<file path="src/rtl/dvre_pkg.sv">
// Shared types, constants and codes of the distance-vector route engine.
package dvre_pkg;

  localparam int MAX_PORTS_DEF   = 16;
  localparam int TABLE_DEPTH_DEF = 1024;
  localparam int PORT_SLOTS      = 16;

  localparam logic [31:0] PING_PERIOD   = 32'd10000;
  localparam logic [31:0] NBR_TIMEOUT   = 32'd15000;
  localparam logic [31:0] ROUTE_TIMEOUT = 32'd45000;
  localparam logic [31:0] ADVERT_PERIOD = 32'd30000;
  localparam logic [29:0] COST_INF      = 30'd1000000000;
  localparam logic [15:0] COST_UNREACH  = 16'hFFFF;

  localparam logic [2:0] ACT_TICK   = 3'd0;
  localparam logic [2:0] ACT_PONG   = 3'd1;
  localparam logic [2:0] ACT_DV     = 3'd2;
  localparam logic [2:0] ACT_LOOKUP = 3'd3;
  localparam logic [2:0] ACT_ADVERT = 3'd4;

  localparam logic [1:0] REG_OWN_ID     = 2'd0;
  localparam logic [1:0] REG_PORT_COUNT = 2'd1;
  localparam logic [1:0] REG_DV_MODE    = 2'd2;

  typedef enum logic [2:0] {
    PH_CLR,
    PH_IDLE,
    PH_EXEC,
    PH_EVAL,
    PH_SWEEP,
    PH_OWNRD,
    PH_OWNCHK
  } phase_t;

  typedef struct packed {
    phase_t phase;
  } cmd_t;

  typedef struct packed {
    logic is_tick;
    logic dv_on;
    logic sweep_done;
    logic clr_done;
    logic out_free;
  } sts_t;

endpackage

</file>
<file path="src/rtl/dvre_ctrl.sv">
// Sequencer of the route engine: walks each item through its phases.
module dvre_ctrl (
  input  logic           clk,
  input  logic           rst,
  input  logic           s_tvalid,
  output logic           s_tready,
  input  dvre_pkg::sts_t sts,
  output dvre_pkg::cmd_t cmd
);

  dvre_pkg::phase_t state, state_next;

  always_ff @(posedge clk) begin
    if (rst) begin
      state <= dvre_pkg::PH_CLR;
    end else begin
      state <= state_next;
    end
  end

  always_comb begin
    state_next = state;
    s_tready   = 1'b0;
    case (state)
      dvre_pkg::PH_CLR: begin
        if (sts.clr_done) state_next = dvre_pkg::PH_IDLE;
      end
      dvre_pkg::PH_IDLE: begin
        s_tready = 1'b1;
        if (s_tvalid) state_next = dvre_pkg::PH_EXEC;
      end
      dvre_pkg::PH_EXEC: begin
        if (!sts.is_tick) state_next = dvre_pkg::PH_EVAL;
        else if (sts.dv_on) state_next = dvre_pkg::PH_SWEEP;
        else state_next = dvre_pkg::PH_OWNRD;
      end
      dvre_pkg::PH_EVAL:  state_next = dvre_pkg::PH_OWNRD;
      dvre_pkg::PH_SWEEP: begin
        if (sts.sweep_done) state_next = dvre_pkg::PH_OWNRD;
      end
      dvre_pkg::PH_OWNRD: state_next = dvre_pkg::PH_OWNCHK;
      dvre_pkg::PH_OWNCHK: begin
        if (sts.out_free) state_next = dvre_pkg::PH_IDLE;
      end
      default: state_next = dvre_pkg::PH_CLR;
    endcase
    cmd.phase = state;
  end

endmodule

</file>
<file path="config.mk">
export PLATFORM = sky130hd
export DESIGN_NAME = dvre_ctrl
export DESIGN_NICKNAME = d
export VERILOG_FILES = /design/src/rtl/dvre_pkg.sv /design/src/rtl/dvre_ctrl.sv
export SDC_FILE = /design/constraint.sdc
export NUM_CORES = 1
export LEC_CHECK = 0
export BUFFER_PORTS_ARGS = -buffer_cell sky130_fd_sc_hd__buf_2
export CORE_AREA = 2 2 39 41
export DETAILED_ROUTE_END_ITERATION = 6
export DIE_AREA = 0 0 41 43
export PLACE_DENSITY = 0.32
export SYNTH_ARGS = -nofsm -noshare
export SYNTH_HDL_FRONTEND = slang
export SYNTH_SLANG_ARGS = --single-unit
</file>
<file path="constraint.sdc">
create_clock -name clk -period 1.2 [get_ports clk]
set_input_delay 0.24 -clock clk [delete_from_list [all_inputs] [get_ports clk]]
set_output_delay 0.24 -clock clk [all_outputs]
set_load 0.03 [all_outputs]
</file>
Yosys cells after proc, flatten, opt, wreduce, memory -nomap -nowiden
Index checks and enable logic that the tools add are counted.
W data, S select, Z words.
{ "totals": {"ramBits": 0, "register_bits": 3, "mem_bits_ro": 0, "memories": 0, "inputBits": 8, "out_inout_bits": 4, "wordCells": 21, "latchBits": 0} }
{ "classes": {"shifts": 0, "n_eq_ne": 10, "addsub": 0, "n_div": 0, "n_lt_le_gt_ge": 0, "n_mux": 8, "bitwise": 0, "reduce_logical": 2, "n_mul": 0} }
{ "op_table": {"columns": ["cell", "n"], "rows": [
  ["$pmux W3 S7", 1],
  ["$mux W3", 5],
  ["$eq A3 B3 Y1 const B", 3],
  ["$ne A2 B2 Y1 const B", 4],
  ["$eq A3 B2 Y1 const B", 2],
  ["$reduce_and A4 Y1", 1],
  ["$eq A3 B1 Y1 const B", 1],
  ["$logic_not A3 Y1", 1],
  ["$mux W1", 2]
]} }

Longest topological paths before layout
Gate-level depths: netlist (run 1).
{ "logic_depth": {"depth_word": 3, "mapped_depth": 4, "depth_no_buf": 3} }

Worst setup path after synthesis (run 1)
No wires, ideal clock.
{ "synth_path": {"path_kind": "reg-to-output", "start": "register state[0], in the netlist cmd[0]", "end": "output port s_tready", "required_time_ps": 960, "t_arrival_ps": 1358, "path_buffers": 0, "path_stages_with_launch": 2, "path_slack_ps": -398, "cell_sequence": "dfxtp_1 > nor3b_1"} }
{ "synth_between": {"elab_chain_len": 2} }
{ "synth_lines": {"columns": ["item", "line", "source"], "rows": [
  ["start, declared", "dvre_ctrl.sv:11", "dvre_pkg::phase_t state, state_next;"],
  ["start signal, assigned", "dvre_ctrl.sv:15", "state <= dvre_pkg::PH_CLR;"],
  ["start signal, assigned", "dvre_ctrl.sv:17", "state <= state_next;"],
  ["$eq A3 B1 Y1", "dvre_ctrl.sv:24", "case (state)"],
  ["$mux W1", "dvre_ctrl.sv:24", null],
  ["end, declared", "dvre_ctrl.sv:6", "output logic s_tready,"]
]} }
No other way between the ends.

Worst setup path in the final report (run 1)
{ "layout_path": {"start": "register state[1], in the netlist cmd[1]", "end": "output port s_tready"} }
The elaborated chain is that of the path after synthesis.

==> results of run 1 <==
## worst paths after layout
| kind | start | to | slack (ps) | depth (start not counted) |
|---|---|---|---|---|
| hold / removal | rst | cmd[1] | 190 | 2 |
| hold reg to reg | cmd[2] | cmd[2] | 530 | 2 |
| setup / recovery | cmd[1] | s_tready | 20 | 2 |
| setup reg to reg | cmd[0] | cmd[0] | 80 | 3 |
## repair_timing
action	CTS	global route
gates resized for setup	5	2
endpoints found under the hold margin	0	0
endpoints found under the setup margin	2	1
buffers inserted	0	3
pin swaps	0	0
## through the flow
stage	setup TNS (ps)	hold WS [ps]	setup slack, ps	util
after floorplan	-34.38	301.7	-34.38	-
after global placement	0	437.0	100.2	0.1899
after detailed placement	0	435.7	110.7	0.1899
after CTS	0	187.2	8.908	0.2170
after global routing	0	192.0	3.446	0.2369
final	0	194.4	24.91	0.2369
## worst max-delay path, cell delays in order (launching register included)
cell	delay, ps
sky130_fd_sc_hd__dfxtp_4	360
sky130_fd_sc_hd__nor3b_4	190
sky130_fd_sc_hd__buf_6	150
## routing by layer
| layer | vias up | part of all wire | GRT usage |
|---|---|---|---|
| met5 | - | 0 | 0 |
| met4 | 0 | 0 | 0.08000 |
| met3 | 0 | 0.14 | 0 |
| met2 | 19 | 0.49 | 0.09688 |
| met1 | 100 | 0.37 | 0.07987 |
| li1 | 115 | - | - |
## synthesized netlist by cell type
| cell | count |
|---|---|
| sky130_fd_sc_hd__a21oi_1 | 1 |
| sky130_fd_sc_hd__a2bb2oi_1 | 1 |
| sky130_fd_sc_hd__a31oi_1 | 2 |
| sky130_fd_sc_hd__and2b_2 | 1 |
| sky130_fd_sc_hd__buf_6 | 1 |
| sky130_fd_sc_hd__dfxtp_1 | 3 |
| sky130_fd_sc_hd__mux2i_1 | 2 |
| sky130_fd_sc_hd__nand2_1 | 2 |
| sky130_fd_sc_hd__nor2_1 | 1 |
| sky130_fd_sc_hd__nor2b_1 | 1 |
| sky130_fd_sc_hd__nor3b_1 | 1 |
| sky130_fd_sc_hd__nor4b_1 | 1 |
| sky130_fd_sc_hd__o21ai_0 | 4 |
| sky130_fd_sc_hd__or3_1 | 1 |
## where the power goes
| group | switching (W) | total, W | internal (W) |
|---|---|---|---|
| clock | 0.0000492 | 0.000174 | 0.000124 |
| sequential | 0.0000145 | 0.000122 | 0.000107 |
| combinational | 0.0000521 | 0.000108 | 0.0000558 |
## cells by family (layout without fill, tap and decap cells)
kind of cell | after synthesis | after routing | synth area share
and+or+nand+nor | 8 | 8 | 0.2618
buffers and inverters | 1 | 18 | 0.06040
AOI/OAI and AO/OA | 8 | 8 | 0.2483
DFF | 3 | 3 | 0.3222
muxes | 2 | 2 | 0.1074
## layout make-up
class / count / area [um^2] / share of cell area
flip-flops and latches: 3 / 71.32 / 0.2176
clock buffers: 4 / 26.28 / 0.08015
multi-input cells: 18 / 126.4 / 0.3855
well taps: 16 / 20.02 / 0.06107
repair buffers: 14 / 83.83 / 0.2557
==> flow_metrics.env, run 1 <==
export IMPL_worstSkewPairLatency_ps=230
export IMPL_grt_max_degree=10
export IMPL_p_leak_nw=0.1432
export IMPL_globalplace_congestion=0.6202
export IMPL_dp_cells=48
export IMPL_hp_class="in -> reg"
export IMPL_endpoint_kind="output pin"
export IMPL_placement_rows=14
export IMPL_antennaDiodeCount=0
export IMPL_yosysTopAreaCell="sky130_fd_sc_hd__dfxtp_1"
export IMPL_timing_critical_path_arrival_ps=940
export IMPL_critical_path_max_fanout=7
export IMPL_drtIter0Drc=6
export IMPL_num_nets_final=48
export IMPL_synthesis_area_per_instance_um2=8.474
export IMPL_synthTopCellsByArea="sky130_fd_sc_hd__dfxtp_1 32%, sky130_fd_sc_hd__mux2i_1 11%, sky130_fd_sc_hd__o21ai_0 11%"
export IMPL_antenna_violations_before_repair=0
export IMPL_grt_pass1_wl_um=759
export IMPL_cts_tree="done"
export IMPL_grt_util_all_layers=0.06814
export IMPL_final_max_slew_viol_count=0
export IMPL_clock_sinks=3
export IMPL_fin_area_um2=327.8
export IMPL_firstDrtPassIters=4
export IMPL_first_global_vias=184
export IMPL_power_per_cell_area_nw_per_um2=1230
export IMPL_largest_register_ffs=3
export IMPL_floorplan_initialDensity=0.1347
export IMPL_peakVddDrop_uv=247.7
export IMPL_synth_distinct_cells=14
export IMPL_synth_seq_cells=3
export IMPL_ys_warn_count=0
export IMPL_cp_data_required_time_ps=960
export IMPL_place_hpwl_um=391.1
export IMPL_core_area_um2=1384
export IMPL_drt_antenna_violating_nets=0
export IMPL_totalWireLength_um=557
export IMPL_timing_worst_setup_path_type="reg -> out"
export IMPL_grt_setup_unrepaired="no"
export IMPL_via_density_per_instance=4.255
export IMPL_syn_num_nets=30
export IMPL_die_h_um=43
export IMPL_vias=234
export IMPL_synth_cell_area_um2=186.4
export IMPL_worstMarginPinSlew_ps=271.0
export IMPL_maxCapViolations=0
export IMPL_globalRouteOverflowTotal=0
export IMPL_die_w_um=41
export IMPL_totalPowerFinal_w=0.0004032
export IMPL_max_slew_headroom_at_the_worst_pin=0.8168
export IMPL_timing_final_crit_period_ps=1175
export IMPL_critPathLaunchType="flop"
export IMPL_die_area_um2=1763
export IMPL_most_frequent_standard_cell_in_the_layout_excluding_fill_and_tap_cells="sky130_fd_sc_hd__buf_2"
export IMPL_place_port_buffers=11
export IMPL_path_clk_slew_ps=40
export IMPL_number_of_standard_cells_in_the_layout_taps_in_and_fillers_out=55
export IMPL_remaining_drc_errors=0
export IMPL_final_cell_mix="10 x sky130_fd_sc_hd__buf_2, 4 x sky130_fd_sc_hd__o21ai_0, 3 x sky130_fd_sc_hd__clkbuf_4, 3 x sky130_fd_sc_hd__dfxtp_4, 3 x sky130_fd_sc_hd__buf_4"
export IMPL_floorplan_io_pins=12
export IMPL_setup_viol_count_final=0
export IMPL_run_status="complete, no violations"
export IMPL_wire_per_inst_um=10.13
export IMPL_timing_hold_violations_final=0
export IMPL_root_buffer="sky130_fd_sc_hd__clkbuf_4"
export IMPL_yosysTopAreaCellShare=0.3221
export IMPL_place_area_um2=262.8
export IMPL_post_route_period_util=0.9792
export IMPL_timing_fmax_ghz=0.8510
export IMPL_area_growth_synth_to_finish_pct=75.84
export IMPL_synthCells=22
export IMPL_drive_above_1_share=0.5641
export IMPL_htreeDepth=1
export IMPL_cts_hold_buffers_added=0
export IMPL_clock_tree_buffer_depth=2
export IMPL_cts_buffer_count=3
export IMPL_synth_sequential_area_ratio=0.3221
export IMPL_nFillCells=155
export IMPL_skew_ps=3.419
(Power assumes the default switching activity.)
==> inputs of run 2 (changes only) <==
--- a/config.mk
+++ b/config.mk
@@ -9,7 +9,7 @@
 export CORE_AREA = 2 2 39 41
 export DETAILED_ROUTE_END_ITERATION = 6
 export DIE_AREA = 0 0 41 43
-export PLACE_DENSITY = 0.32
+export SETUP_SLACK_MARGIN = 0.15
 export SYNTH_ARGS = -nofsm -noshare
 export SYNTH_HDL_FRONTEND = slang
 export SYNTH_SLANG_ARGS = --single-unit
==> flow_metrics.env, run 2 (synthesized netlist as in run 1, its figures left out) <==
export IMPL_cp_cell_sequence="nor3b_4 > buf_6"
export IMPL_remaining_drc_errors=0
export IMPL_num_nets_final=48
export IMPL_drt_antenna_violating_nets=0
export IMPL_grt_pass1_wl_um=717
export IMPL_totalPowerFinal_w=0.0004058
export IMPL_power_per_cell_area_nw_per_um2=1215
export IMPL_drive_above_1_share=0.5897
export IMPL_grt_util_all_layers=0.06613
export IMPL_timing_final_crit_period_ps=1157
export IMPL_cts_buffer_count=3
export IMPL_floorplan_initialDensity=0.1347
export IMPL_vias=232
export IMPL_totalWireLength_um=517
export IMPL_place_port_buffers=11
export IMPL_cpLargestDelayFamily="flip-flops"
export IMPL_htreeDepth=1
export IMPL_hp_class="in -> reg"
export IMPL_via_density_per_instance=4.218
export IMPL_core_area_um2=1384
export IMPL_peakVddDrop_uv=262.8
export IMPL_largest_register_ffs=3
export IMPL_area_used_by_multi_input_combinational_logic_um2=132.6
export IMPL_timing_critical_path_slowest_cell_delay_ps=340
export IMPL_worstSkewPairLatency_ps=230
export IMPL_run_status="complete, no violations"
export IMPL_area_growth_synth_to_finish_pct=79.19
export IMPL_cts_hold_buffers_added=0
export IMPL_grt_max_degree=8
export IMPL_final_cell_mix="10 x sky130_fd_sc_hd__buf_2, 3 x sky130_fd_sc_hd__o21ai_0, 3 x sky130_fd_sc_hd__clkbuf_4, 3 x sky130_fd_sc_hd__dfxtp_4, 3 x sky130_fd_sc_hd__buf_4"
export IMPL_regArea_um2=71.32
export IMPL_clock_sinks=3
export IMPL_floorplan_io_pins=12
export IMPL_grt_setup_unrepaired="yes"
export IMPL_most_frequent_standard_cell_in_the_layout_excluding_fill_and_tap_cells="sky130_fd_sc_hd__buf_2"
export IMPL_timing_critical_path_arrival_ps=920
export IMPL_globalplace_congestion=0.7224
export IMPL_drtIter0Drc=1
export IMPL_max_slew_headroom_at_the_worst_pin=0.8591
export IMPL_cts_tree="done"
export IMPL_nFillCells=157
export IMPL_die_h_um=43
export IMPL_wire_per_inst_um=9.400
export IMPL_timing_fmax_ghz=0.8646
export IMPL_critical_path_max_fanout=3
export IMPL_antenna_violations_before_repair=0
export IMPL_p_leak_nw=0.1451
export IMPL_timing_critical_path_slowest_stage_cell="sky130_fd_sc_hd__dfxtp_4"
export IMPL_critPathLaunchType="flop"
export IMPL_skew_ps=0.5477
export IMPL_post_route_period_util=0.9638
export IMPL_placement_rows=14
export IMPL_die_w_um=41
export IMPL_endpoint_kind="output pin"
export IMPL_antennaDiodeCount=0
export IMPL_root_buffer="sky130_fd_sc_hd__clkbuf_4"
export IMPL_cp_data_required_time_ps=960
export IMPL_maxCapViolations=0
export IMPL_firstDrtPassIters=2
export IMPL_setup_viol_count_final=0
export IMPL_first_global_vias=189
export IMPL_clock_tree_buffer_depth=2
export IMPL_worstMarginPinSlew_ps=209.2
export IMPL_timing_hold_violations_final=0
export IMPL_path_clk_slew_ps=40
export IMPL_worst_path_buf_inv=1
export IMPL_final_max_slew_viol_count=0
export IMPL_tns_ps=0
export IMPL_timing_worst_setup_path_type="reg -> out"
export IMPL_die_area_um2=1763
export IMPL_globalRouteOverflowTotal=0
run 2: cell count changes in the layout (fill, tap and decap cells not counted):
cell	previous run	this run
sky130_fd_sc_hd__nor4b_1	1	0
sky130_fd_sc_hd__nor4b_2	0	1
sky130_fd_sc_hd__o21ai_0	4	3
sky130_fd_sc_hd__o21ai_1	0	1
run 2: final cells by class:
class | count | share of cell area
Multi-Input combinational cell | 18 | 0.3970
Timing Repair Buffer | 14 | 0.2509
Sequential cell | 3 | 0.2135
Tap cell | 16 | 0.05993
Clock buffer | 4 | 0.07865
run 2: path summary, 6_finish.rpt:
path,from,endpoint,slack (ps),depth (start not counted)
setup / recovery,cmd[2],s_tready,40,2
hold / removal,rst,cmd[0],190,2
hold reg to reg,cmd[0],cmd[0],540,2
setup reg to reg,cmd[2],cmd[0],90,4
run 2: through the flow:
step | cell area [um^2] | setup slack [ps] | hold slack, ps | cells | utilization
detailed placement | 270.3 | 215.7 | 429.3 | 48 | 0.1953
global route | 334.1 | 15.90 | 196.1 | 55 | 0.2414
CTS | 327.8 | 35.99 | 178.1 | 55 | 0.2369
global placement | 270.3 | 220.3 | 429.5 | 48 | 0.1953
finish | 334.1 | 43.39 | 189.6 | 55 | 0.2414
floorplan | 206.4 | 117.0 | 299.4 | 22 | -
run 2: what timing repair did:
action / CTS / global route
gates resized for setup: 3 / 2
pin swaps: 1 / 0
buffers inserted: 3 / 0
endpoints found under the setup margin: 4 / 4
run 2: routing by layer:
metal	global-route usage	routed length (um)	vias up
met2	0.07188	230	10
met4	0.08000	11	0
met1	0.07987	220	103
li1	-	-	117
met3	0.03141	54	2
met5	0	0	-
run 2: power by group:
group          switching [W]  internal (W)
sequential        0.00000849      0.000107
clock              0.0000533      0.000125
combinational      0.0000576     0.0000548
